File: src/rtl/core/rhim_pkg.sv
// ----------------------------------------------------------------------------
// rhim_pkg
// Shared constants, types and helpers of the HEVC-over-RTP intra region
// marker: packet bounds, NAL codes, the packet class codes and the item
// that travels from the parser to the output stage.
// ----------------------------------------------------------------------------
package rhim_pkg;

  // Packet bound; byte position and header end saturate here
  localparam int unsigned MaxPacket = 2048;
  localparam int unsigned PosW      = $clog2(MaxPacket + 1);

  // Width that holds a header end grown by the largest extension
  localparam int unsigned ExtW      = 20;

  // RTP and HEVC codes
  localparam logic [7:0] RtpHdrLen  = 8'd12;
  localparam logic [5:0] NalTypeFu  = 6'd49;
  localparam logic [5:0] NalTypeIdrW = 6'd19;
  localparam logic [5:0] NalTypeIdrN = 6'd20;
  localparam logic [5:0] NalTypeCra  = 6'd21;
  localparam int unsigned FuStartBit = 7;
  localparam logic [7:0] SkipReset  = 8'd64;

  // Payload offsets of the first IV byte and the IV length
  localparam int unsigned IvStartSingle = 2;
  localparam int unsigned IvStartFrag   = 3;
  localparam int unsigned IvLen         = 16;

  // Queue between parser and output stage
  localparam int unsigned QDepth = 4;
  localparam int unsigned QPtrW  = $clog2(QDepth);
  localparam int unsigned QCntW  = $clog2(QDepth + 1);

  typedef enum logic [1:0] {
    CLASS_NONE      = 2'd0,
    CLASS_SINGLE    = 2'd1,
    CLASS_FRAG      = 2'd2,
    CLASS_FRAG_PEND = 2'd3
  } class_e;

  // One classified byte
  typedef struct packed {
    logic [7:0] data;
    logic       last;
    logic       enc;
    logic       ivv;
    logic [3:0] ivi;
    class_e     cls;
  } item_t;

  // Queue read side as seen by the output stage
  typedef struct packed {
    logic  avail;
    item_t head;
  } q_rd_t;

  function automatic logic is_intra(input logic [5:0] t);
    return (t == NalTypeIdrW) || (t == NalTypeIdrN) || (t == NalTypeCra);
  endfunction

endpackage

File: src/rtl/core/rhim_front.sv
// ----------------------------------------------------------------------------
// rhim_front
// Packet parser: tracks the byte position and RTP header length, classifies
// the HEVC payload, flags IV and encrypted bytes, one byte per accepted cycle.
// ----------------------------------------------------------------------------
module rhim_front (
  input  logic           clk_i,
  input  logic           rst_ni,
  input  logic           cfg_we_i,
  input  logic [7:0]     cfg_wdata_i,
  input  logic           accept_i,
  input  logic [7:0]     data_byte_i,
  input  logic           last_byte_i,
  output rhim_pkg::item_t item_o
);
  import rhim_pkg::*;

  logic [7:0]      skip_prefix_q;
  logic [PosW-1:0] pos_q, pos_d;
  logic [PosW-1:0] hend_q, hend_d;
  logic            ext_q, ext_d;
  logic [7:0]      ext_hi_q, ext_hi_d;
  class_e          class_q, class_d;
  logic [7:0]      skip_left_q, skip_left_d;

  logic [PosW-1:0] p;
  logic [ExtW-1:0] ext_sum;
  logic            in_payload;
  logic            enc;
  logic            ivv;
  logic [3:0]      ivi;

  // Parse one byte
  always_comb begin
    pos_d       = pos_q;
    hend_d      = hend_q;
    ext_d       = ext_q;
    ext_hi_d    = ext_hi_q;
    class_d     = class_q;
    skip_left_d = skip_left_q;
    enc         = 1'b0;
    ivv         = 1'b0;
    ivi         = 4'd0;
    p           = pos_q - hend_q;
    in_payload  = 1'b0;
    ext_sum     = ExtW'(hend_q) + ExtW'(4) + (ExtW'({ext_hi_q, data_byte_i}) << 2);

    if (pos_q == '0) begin
      hend_d = PosW'(RtpHdrLen) + PosW'({data_byte_i[3:0], 2'b00});
      ext_d  = data_byte_i[4];
    end else if (ext_q) begin
      if ({1'b0, pos_q} == {1'b0, hend_q} + (PosW + 1)'(2)) begin
        ext_hi_d = data_byte_i;
      end else if ({1'b0, pos_q} == {1'b0, hend_q} + (PosW + 1)'(3)) begin
        if (ext_sum > ExtW'(MaxPacket)) begin
          hend_d = PosW'(MaxPacket);
        end else begin
          hend_d = PosW'(ext_sum);
        end
        ext_d = 1'b0;
      end
    end else if (pos_q >= hend_q && pos_q < PosW'(MaxPacket)) begin
      in_payload = 1'b1;
    end

    if (in_payload) begin
      // Classify on the NAL header and the FU header
      if (p == '0) begin
        if (is_intra(data_byte_i[6:1])) begin
          class_d = CLASS_SINGLE;
        end else if (data_byte_i[6:1] == NalTypeFu) begin
          class_d = CLASS_FRAG_PEND;
        end else begin
          class_d = CLASS_NONE;
        end
      end else if (p == PosW'(2) && class_q == CLASS_FRAG_PEND) begin
        if (is_intra(data_byte_i[5:0])) begin
          class_d = CLASS_FRAG;
          if (data_byte_i[FuStartBit]) begin
            skip_left_d = skip_prefix_q;
          end
        end else begin
          class_d = CLASS_NONE;
        end
      end

      // Mark IV and region bytes
      if (class_d == CLASS_SINGLE && p >= PosW'(IvStartSingle)) begin
        if (p < PosW'(IvStartSingle + IvLen)) begin
          ivv = 1'b1;
          ivi = 4'(p - PosW'(IvStartSingle));
        end
        if (ExtW'(p) >= ExtW'(skip_prefix_q) + ExtW'(IvStartSingle)) begin
          enc = 1'b1;
        end
      end else if (class_d == CLASS_FRAG && p >= PosW'(IvStartFrag)) begin
        if (p < PosW'(IvStartFrag + IvLen)) begin
          ivv = 1'b1;
          ivi = 4'(p - PosW'(IvStartFrag));
        end
        if (skip_left_q != '0) begin
          skip_left_d = skip_left_q - 8'd1;
        end else begin
          enc = 1'b1;
        end
      end
    end

    item_o.data = data_byte_i;
    item_o.last = last_byte_i;
    item_o.enc  = enc;
    item_o.ivv  = ivv;
    item_o.ivi  = ivi;
    item_o.cls  = (class_d == CLASS_FRAG_PEND) ? CLASS_NONE : class_d;

    // Restart per packet, saturate the position otherwise
    if (last_byte_i) begin
      pos_d    = '0;
      hend_d   = PosW'(RtpHdrLen);
      ext_d    = 1'b0;
      ext_hi_d = '0;
      class_d  = CLASS_NONE;
    end else if (pos_q < PosW'(MaxPacket)) begin
      pos_d = pos_q + PosW'(1);
    end
  end

  // Hold the configuration register
  always_ff @(posedge clk_i or negedge rst_ni) begin
    if (!rst_ni) begin
      skip_prefix_q <= SkipReset;
    end else if (cfg_we_i) begin
      skip_prefix_q <= cfg_wdata_i;
    end
  end

  // Advance parser state on each accepted byte
  always_ff @(posedge clk_i or negedge rst_ni) begin
    if (!rst_ni) begin
      pos_q       <= '0;
      hend_q      <= PosW'(RtpHdrLen);
      ext_q       <= 1'b0;
      ext_hi_q    <= '0;
      class_q     <= CLASS_NONE;
      skip_left_q <= '0;
    end else if (accept_i) begin
      pos_q       <= pos_d;
      hend_q      <= hend_d;
      ext_q       <= ext_d;
      ext_hi_q    <= ext_hi_d;
      class_q     <= class_d;
      skip_left_q <= skip_left_d;
    end
  end

endmodule

File: src/rtl/core/rhim_queue.sv
// ----------------------------------------------------------------------------
// rhim_queue
// Short queue of classified bytes between the parser and the output stage.
// ----------------------------------------------------------------------------
module rhim_queue (
  input  logic             clk_i,
  input  logic             rst_ni,
  input  logic             wr_i,
  input  rhim_pkg::item_t  wdata_i,
  output logic             full_o,
  input  logic             rd_i,
  output rhim_pkg::q_rd_t  rd_o
);
  import rhim_pkg::*;

  item_t            mem_q [QDepth];
  logic [QPtrW-1:0] wptr_q;
  logic [QPtrW-1:0] rptr_q;
  logic [QCntW-1:0] count_q;

  assign full_o     = (count_q == QCntW'(QDepth));
  assign rd_o.avail = (count_q != '0);
  assign rd_o.head  = mem_q[rptr_q];

  // Store written items
  always_ff @(posedge clk_i) begin
    if (wr_i) begin
      mem_q[wptr_q] <= wdata_i;
    end
  end

  // Advance pointers and fill count
  always_ff @(posedge clk_i or negedge rst_ni) begin
    if (!rst_ni) begin
      wptr_q  <= '0;
      rptr_q  <= '0;
      count_q <= '0;
    end else begin
      if (wr_i) begin
        wptr_q <= wptr_q + QPtrW'(1);
      end
      if (rd_i) begin
        rptr_q <= rptr_q + QPtrW'(1);
      end
      case ({wr_i, rd_i})
        2'b10:   count_q <= count_q + QCntW'(1);
        2'b01:   count_q <= count_q - QCntW'(1);
        default: count_q <= count_q;
      endcase
    end
  end

endmodule

File: src/rtl/core/rhim_back.sv
// ----------------------------------------------------------------------------
// rhim_back
// Output stage: numbers encrypted bytes within each packet and holds the
// oldest result in an output register until it is popped.
// ----------------------------------------------------------------------------
module rhim_back (
  input  logic             clk_i,
  input  logic             rst_ni,
  input  rhim_pkg::q_rd_t  q_i,
  output logic             q_pop_o,
  input  logic             pop_i,
  output logic             empty_o,
  output rhim_pkg::item_t  item_o,
  output logic [10:0]      region_offset_o
);
  import rhim_pkg::*;

  logic            valid_q;
  item_t           item_q;
  logic [10:0]     off_q;
  logic [PosW-1:0] rc_q, rc_d;

  // Load when the output register is free or being drained
  assign q_pop_o = q_i.avail && (!valid_q || pop_i);

  assign empty_o         = !valid_q;
  assign item_o          = item_q;
  assign region_offset_o = off_q;

  // Count region bytes, restart at packet end
  always_comb begin
    rc_d = rc_q;
    if (q_i.head.last) begin
      rc_d = '0;
    end else if (q_i.head.enc && rc_q < PosW'(MaxPacket)) begin
      rc_d = rc_q + PosW'(1);
    end
  end

  always_ff @(posedge clk_i or negedge rst_ni) begin
    if (!rst_ni) begin
      valid_q <= 1'b0;
      rc_q    <= '0;
    end else if (q_pop_o) begin
      valid_q <= 1'b1;
      rc_q    <= rc_d;
    end else if (pop_i) begin
      valid_q <= 1'b0;
    end
  end

  // Capture the result payload
  always_ff @(posedge clk_i) begin
    if (q_pop_o) begin
      item_q <= q_i.head;
      off_q  <= q_i.head.enc ? 11'(rc_q) : 11'd0;
    end
  end

endmodule

File: src/rtl/core/rtp_hevc_iframe_region_marker.sv
// ----------------------------------------------------------------------------
// rtp_hevc_iframe_region_marker
// Marks IV bytes and the encrypted region of intra HEVC payloads in an RTP
// byte stream; every byte passes through with its marks.
//
//   Channel  Direction  Handshake        Payload
//   input    in         push / full      data_byte_i, last_byte_i
//   result   out        empty / pop      data_out_o, encrypt_mark_o,
//                                        region_offset_o, iv_valid_o,
//                                        iv_index_o, packet_class_o,
//                                        end_of_packet_o
//   config   in         cfg_we_i         cfg_wdata_i (skip prefix)
//
// One byte per cycle is accepted while full is low, and one result per cycle
// is delivered while pop is held. A result can be popped once its byte has
// passed the queue, written at the accepting edge by the combinational parser,
// and then the output register, which it enters when that register is free.
// full rises only when the queue holds four bytes behind a stalled output.
// Reset clears all control state at once; no clearing pass follows.
// ----------------------------------------------------------------------------
module rtp_hevc_iframe_region_marker (
  input  logic        clk_i,
  input  logic        rst_ni,
  input  logic        cfg_we_i,
  input  logic [7:0]  cfg_wdata_i,
  input  logic        push,
  output logic        full,
  input  logic [7:0]  data_byte_i,
  input  logic        last_byte_i,
  output logic        empty,
  input  logic        pop,
  output logic [7:0]  data_out_o,
  output logic        encrypt_mark_o,
  output logic [10:0] region_offset_o,
  output logic        iv_valid_o,
  output logic [3:0]  iv_index_o,
  output logic [1:0]  packet_class_o,
  output logic        end_of_packet_o
);
  import rhim_pkg::*;

  logic  accept;
  item_t front_item;
  item_t out_item;
  q_rd_t q_rd;
  logic  q_pop;

  assign accept = push && !full;

  rhim_front u_front (
    .clk_i       (clk_i),
    .rst_ni      (rst_ni),
    .cfg_we_i    (cfg_we_i),
    .cfg_wdata_i (cfg_wdata_i),
    .accept_i    (accept),
    .data_byte_i (data_byte_i),
    .last_byte_i (last_byte_i),
    .item_o      (front_item)
  );

  rhim_queue u_queue (
    .clk_i   (clk_i),
    .rst_ni  (rst_ni),
    .wr_i    (accept),
    .wdata_i (front_item),
    .full_o  (full),
    .rd_i    (q_pop),
    .rd_o    (q_rd)
  );

  rhim_back u_back (
    .clk_i           (clk_i),
    .rst_ni          (rst_ni),
    .q_i             (q_rd),
    .q_pop_o         (q_pop),
    .pop_i           (pop),
    .empty_o         (empty),
    .item_o          (out_item),
    .region_offset_o (region_offset_o)
  );

  // Unpack the result
  assign data_out_o      = out_item.data;
  assign encrypt_mark_o  = out_item.enc;
  assign iv_valid_o      = out_item.ivv;
  assign iv_index_o      = out_item.ivi;
  assign packet_class_o  = out_item.cls;
  assign end_of_packet_o = out_item.last;

endmodule

File: config.mk
export PLATFORM = sky130hd
export DESIGN_NAME = rtp_hevc_iframe_region_marker
export DESIGN_NICKNAME = d
export VERILOG_FILES = /design/src/rtl/core/rhim_pkg.sv /design/src/rtl/core/rhim_front.sv /design/src/rtl/core/rhim_queue.sv /design/src/rtl/core/rhim_back.sv /design/src/rtl/core/rtp_hevc_iframe_region_marker.sv
export SDC_FILE = /design/constraint.sdc
export NUM_CORES = 1
export LEC_CHECK = 0
export BUFFER_PORTS_ARGS = -buffer_cell sky130_fd_sc_hd__buf_2
export CORE_ASPECT_RATIO = 0.9
export CORE_MARGIN = 1.5
export CORE_UTILIZATION = 40
export DETAILED_ROUTE_END_ITERATION = 6
export GPL_TIMING_DRIVEN = 0
export HOLD_SLACK_MARGIN = 0.02
export PLACE_DENSITY = 0.57
export SLEW_MARGIN = 20
export SYNTH_ARGS = -nofsm -noshare
export SYNTH_HDL_FRONTEND = slang
export SYNTH_SLANG_ARGS = --single-unit
File: constraint.sdc
create_clock -name clk_i -period 12 [get_ports clk_i]
set_clock_uncertainty 0.2 [all_clocks]
set_input_delay 0.6 -clock clk_i [delete_from_list [all_inputs] [get_ports clk_i]]
set_output_delay 0.6 -clock clk_i [all_outputs]
set_load 0.01 [all_outputs]
After elaboration in Yosys (flattened, before gate mapping) --
Memory sizes are Yosys's and may differ from the RTL's. Index checks and enable logic that the tools add are counted.
Cells by class: add/sub/neg operators 16, magnitude comparators 9, eq/ne operators 19, muxes and demuxes 58, reduce and logical (&&, ||, !) cells 31
Operator list (number):
- 12-bit 2-to-1 mux | 10
- 8-bit 2-to-1 mux | 11
- 6-bit by 5-bit == test with 1-bit output (second input constant) | 6
- 12-bit by 2-bit adder with 13-bit output (second input constant) | 2
- 12-bit by 13-bit == test with 1-bit output | 2
- 12-bit by 1-bit adder with 12-bit output (second input constant) | 2
- 12-bit by 2-bit >= comparator with 1-bit output (second input constant) | 2
- 12-bit zero test | 2
- 12-bit less-than comparator (second input constant) | 2
- 12-bit by 5-bit less-than comparator with 1-bit output (second input constant) | 2
- 1-bit 2-to-1 mux | 22
- 20-bit by 18-bit adder with 20-bit output | 1
- 20-bit by 12-bit greater-than comparator with 1-bit output (second input constant) | 1
- 4-bit 2-to-1 mux | 5
- 2-bit 2-to-1 mux | 9
- 12-bit by 3-bit adder with 13-bit output (second input constant) | 1
- 12-bit by 2-bit == test with 1-bit output (second input constant) | 1
- 12-bit >= comparator | 1
- 12-bit by 9-bit >= comparator with 1-bit output | 1
- 2-bit nonzero test | 6
- 12-bit subtractor | 1
- 8-bit by 2-bit adder with 9-bit output (second input constant) | 1
- 3-bit nonzero test | 3
- 2-bit == test (second input constant) | 4
- other kinds (18) | 35
Word-level totals: flip-flop bits (word level) 99, bits in writable memories 68, input port bits 22, output and inout bits 30, logic and storage cells 153, memories kept 1
Memories:
- u_queue.mem_q | words 4, width 17, read ports 1, clocked after Yosys merged registers in 0, wr ports 1, line rhim_queue.sv:16 | item_t mem_q [QDepth];

Longest topological paths before layout --
depth in word-level cells 12, mapped depth 15, gate-level depth less buffers 14

By module --
From an unflattened synthesis, not the netlist that was laid out.
Unflattened totals: cells, all modules 807, area, all modules 9341.5 um2
By module, submodules not included:
- rhim_front | times used 1, cells an instance 572, area an instance 4833.4 um2, sequential area each 1229.9 um2
- rhim_queue | times used 1, cells an instance 122, area an instance 2887.8 um2, sequential area each 2217.1 um2
- rhim_back | times used 1, cells an instance 112, area an instance 1606.5 um2, sequential area each 1166.1 um2
- rtp_hevc_iframe_region_marker | times used 1, cells an instance 1, area an instance 13.8 um2, sequential area each 0.0 um2

Worst setup path after synthesis --
Ideal clock, no wire load.
kind register to register, from register u_front.hend_q[2], to memory u_queue.mem_q[0][2] (netlist bit) (data pin), library setup time 218 ps, data arrival time 3624 ps, required time 11582 ps, slack 7958 ps, cell stages (with the launch flop) 14, buffers on the path 2, period minus slack after synthesis 4042 ps, path through dfstp_2 > inv_1 > ha_1 > buf_6 > nor2b_1 > o31a_1 > or4_1 > a32oi_1 > nand3_1 > or4_4 > and2_1 > buf_6 > a21o_1 > a211oi_1
RTL lines:
- from (decl) | line rhim_front.sv:20 | logic [PosW-1:0] hend_q, hend_d;
- from (signal assigned) | line rhim_front.sv:141 | hend_q <= PosW'(RtpHdrLen);
- from (signal assigned) | line rhim_front.sv:148 | hend_q <= hend_d;
- to (decl) | line rhim_queue.sv:16

==> flow_metrics.tcl <==
set metrics [dict create \
    status "finished, final reports clean" \
    async_s_r_ff_share_synth_pct 41.8 \
    area_contributors_post_synth "sky130_fd_sc_hd__edfxtp_1 (31%), sky130_fd_sc_hd__dfrtp_1 (18%), sky130_fd_sc_hd__ha_1 (7.4%), sky130_fd_sc_hd__mux4_2 (4.2%), sky130_fd_sc_hd__xnor2_1 (2.9%)" \
    setup.worst_path.start_class "flop" \
    clk_root_buffer_cell "sky130_fd_sc_hd__clkbuf_16" \
    critical_path.most_common_cell "sky130_fd_sc_hd__buf_6" \
    pre_cts_slack_ns 7.23 \
    post_synthesis_register_bit_count 165 \
    place_inst 1163 \
    post_synth_xor_area_fraction_pct 5.64 \
    synth_flop_cell "sky130_fd_sc_hd__edfxtp_1" \
    setup-tns-final_ns 0 \
    cts_made_buffers 17 \
    clkLatencyLatePin_ns 0.42 \
    timing.slew.headroom_pct 38.3 \
    hold_ws_ns 0.177 \
    detailroute.wirelength.met2_um 9180 \
    final_layout_size_suffix_gt1_share_pct 14.2 \
    routed_via_density 5.35 \
    fin_crit_ns 4.84 \
    number_of_placement_rows 52 \
    path_class "reg2reg" \
    hold_path_startpoint "pop" \
    post-synth-top-area-cell "sky130_fd_sc_hd__edfxtp_1" \
    worst_path_slowest_cell "sky130_fd_sc_hd__dfstp_2" \
    timing.hold.worst_endpoint "u_back.valid_q" \
    die_area_um2 23800 \
    post_synth_instance_area_um2 9160 \
    h-tree-depth 4 \
    worstHoldPathCells 2 \
    synthMuxAreaShare_pct 5.46 \
    antenna_found_initial 0 \
    synth_top_family_by_area "simple AND/OR/NAND/NOR gates" \
    max_cap_viol_count 0 \
    fin_total_pwr_w 0.00220 \
    synthMostInstantiatedCell "sky130_fd_sc_hd__edfxtp_1" \
    yosys.area_share.simple_pct 14.6 \
    power-per-cell-area_nw_per_um2 210 \
    register_area_um2 4610 \
    worst_slack_setup_final_ns 7.16 \
    r2r_slack_ns 7.16 \
    count_of_port_buffers_added_during_placement 51 \
    final-setup-viol-count 0 \
    floorplan.initialDensity_pct 40.7 \
    finalHoldViolations 0 \
    maxUsedRoutingLayer "met4" \
    detail-route-antenna-nets 0 \
    fmax_mhz 206 \
    total_leakage_power_nw 4.26 \
    gr-total-overflow 0 \
    seq_area_frac_synth_pct 50.4 \
    peakVddDrop_uv 94.4 \
    routabilityCongestion 0.812 \
    hpwlAfterDp_um 14600 \
    detail_route.wirelength_um 20300 \
    fillers 2126 \
    post-synth-top-area-fraction_pct 31.5 \
    num_antenna_cells 0 \
    ctsHoldBuffers 1 \
    min_period_over_period_pct 40.4 \
    timing_max_transition_violations_final 0 \
    first_global_vias 6296 \
    wl_per_cell_um 17.0 \
    wl_met3_um 745 \
    drt-met1-wl_um 10100 \
    synth_enable_flop_cells 96 \
    endpoint_kind "flop" \
    via_count 6401 \
    cts_tree "done" \
    worst_r2r_endpoint "u_queue.mem_q[3][4]" \
    yosysWarnings 0 \
    critical_path_required_ns 11.93 \
    die_w_um 163 \
    mean_instance_size_in_the_synthesized_netlist_um2 11.3 \
    worst_setup_hold_path_clk_slew_ns 0.07 \
    worstReg2RegStart "u_front.hend_q[2]" \
    die_h_um 147 \
    pin_count 52 \
    post_cts_resized 0 \
    cts_buffer_depth 2 \
    detailedRoute.firstPassIterationCount 5 \
    crit_path_cells "inv_1 > ha_1 > buf_6 > nor2b_1 > o31a_1 > or4_1 > a32oi_1 > nand3_1 > or4_4 > and2_1 > buf_6 > a21o_1 > a211oi_1" \
    synth.cells.most_frequent "sky130_fd_sc_hd__edfxtp_1 (96), sky130_fd_sc_hd__dfrtp_1 (66), sky130_fd_sc_hd__ha_1 (54), sky130_fd_sc_hd__nor2_1 (54), sky130_fd_sc_hd__inv_1 (48)" \
    coreArea_um2 22500 \
    complex_gate_fraction_of_the_synthesized_area_pct 12.9 \
    crit_arrival_ns 4.77 \
    timing.critical_path.fanout_max 9 \
    grt_start_max_net_pins 41 \
    groute.usage.overall_pct 18.2 \
    post_cts.repair.setup_buffers 0 \
    grt_pass1_wl_um 33900 \
    finish.cell_count_without_fillers 1196 \
    syn-num-nets 891 \
    synth_adder_area_share_pct 7.81 \
    drc 0 \
    synthCells 813 \
    class_of_the_tightest_hold_or_removal_check "in2reg" \
    worst_pin_slew_ns 0.926 \
    netlist-cell-type-count 71 \
    slowest_delay_ns 0.62 \
    cts.sink_count 165 \
    first_iter_violations 361 \
    final_nets 964 \
    worst-r2r-cell-count 13 \
    area_of_the_multi_input_gates_um2 4280 \
    areaGrowthSynthToFinish_pct 14.5 \
    rsz0062_at_grt "no" \
]
layout by cell type (no fill, tap or decap), types with 4 or more instances in the layout:
cell type                   synthesis  final
sky130_fd_sc_hd__a211oi_1           7      7
sky130_fd_sc_hd__a21o_1            12     12
sky130_fd_sc_hd__a21oi_1           43     42
sky130_fd_sc_hd__a22o_1            15     15
sky130_fd_sc_hd__a31oi_1            7      7
sky130_fd_sc_hd__and2_1            22     22
sky130_fd_sc_hd__and3_1            17     17
sky130_fd_sc_hd__buf_2              6     56
sky130_fd_sc_hd__clkbuf_1          11     12
sky130_fd_sc_hd__clkbuf_16          0     17
sky130_fd_sc_hd__dfrtp_1           66     66
sky130_fd_sc_hd__edfxtp_1          96     96
sky130_fd_sc_hd__ha_1              54     54
sky130_fd_sc_hd__inv_1             48     48
sky130_fd_sc_hd__inv_6              0      5
sky130_fd_sc_hd__mux2_2             6      6
sky130_fd_sc_hd__mux2i_1            5      5
sky130_fd_sc_hd__mux4_2            17     17
sky130_fd_sc_hd__nand2_1           46     46
sky130_fd_sc_hd__nand2b_1           9      9
sky130_fd_sc_hd__nand3_1           30     30
sky130_fd_sc_hd__nand3b_1           4      4
sky130_fd_sc_hd__nand4_1           12     12
sky130_fd_sc_hd__nor2_1            54     54
sky130_fd_sc_hd__nor2b_1            8      8
sky130_fd_sc_hd__nor3_1            22     22
sky130_fd_sc_hd__nor4_1             6      5
sky130_fd_sc_hd__o21a_1             5      5
sky130_fd_sc_hd__o21ai_0           38     38
sky130_fd_sc_hd__or3_1             12     12
sky130_fd_sc_hd__or4_1              4      4
sky130_fd_sc_hd__xnor2_1           30     30
sky130_fd_sc_hd__xor2_1            29     29
layout make-up:
class / count / area share [%]
well taps: 297 / 3.54
clock buffers: 18 / 4.09
inverters: 48 / 1.72
plain buffers: 22 / 1.00
flip-flops and latches: 165 / 44.0
repair buffers: 54 / 3.08
multi-input cells: 578 / 40.8
clock inverters: 14 / 1.77
metrics by stage:
stage                     util (%)  cell area (µm²)
after floorplan                  -             9160
after global placement        43.5             9790
after detailed placement      43.8             9860
after CTS                     46.6            10500
after global routing          46.6            10500
final                         46.6            10500
state kept, by name, indices dropped and copies added (netlist names):
signal / cells
u_back.item_o: 17
u_queue.rptr_q: 2
u_queue.count_q: 3
u_front.skip_left_q: 8
u_front.class_q: 2
u_back.rc_q: 12
u_front.pos_q: 12
u_front.skip_prefix_q: 8
u_front.ext_hi_q: 8
u_back.valid_q: 1
u_queue.mem_q: 68
u_queue.wptr_q: 2
u_front.ext_q: 1
u_back.region_offset_o: 11
u_front.hend_q: 10
cells by family after synthesis:
| kind of cell | Yosys count |
|---|---|
| adder cells (fa/ha/maj) | 56 |
| other | 2 |
| AO/OA/AOI/OAI | 175 |
| buffers and inverters | 70 |
| XOR/XNOR | 59 |
| flip-flops | 165 |
| multiplexers | 28 |
| AND/OR/NAND/NOR | 258 |
per-layer routing:
| layer | vias to the layer above | track usage (%) |
|---|---|---|
| met5 | - | 0 |
| met4 | 0 | 5.09 |
| met3 | 18 | 2.84 |
| met2 | 130 | 27.9 |
| met1 | 3083 | 26.7 |
| li1 | 3170 | - |
power by group:
part / internal [W] / switching [W] / total, W
sequential: 0.000751 / 0.0000602 / 0.000811
clock: 0.000318 / 0.000252 / 0.000570
combinational: 0.000336 / 0.000480 / 0.000816
total: 0.00140 / 0.000793 / 0.00220
worst max-delay path, delay by kind of cell, from the launching register on:
family,cells,cell delay (ns)
AND/OR/NAND/NOR,5,1.63
AO/OA/AOI/OAI,4,1.39
flip-flops,1,0.62
buffers and inverters,3,0.38
adder cells (fa/ha/maj),1,0.31
worst max-delay path by stage:
stage                            from                  end  slack (ns)  depth (start not counted)
floorplan           u_front.hend_q[2]  u_queue.mem_q[0][2]        7.96                         13
global placement                  pop       u_back.rc_q[9]        7.19                          7
detailed placement  u_front.hend_q[2]  u_queue.mem_q[1][4]        7.23                         13
CTS                 u_front.hend_q[2]  u_queue.mem_q[3][4]        7.17                         13
global route        u_front.hend_q[2]  u_queue.mem_q[1][0]        6.80                         12
finish              u_front.hend_q[2]  u_queue.mem_q[3][4]        7.16                         13
Note: power is estimated with default switching activity, not from simulation.
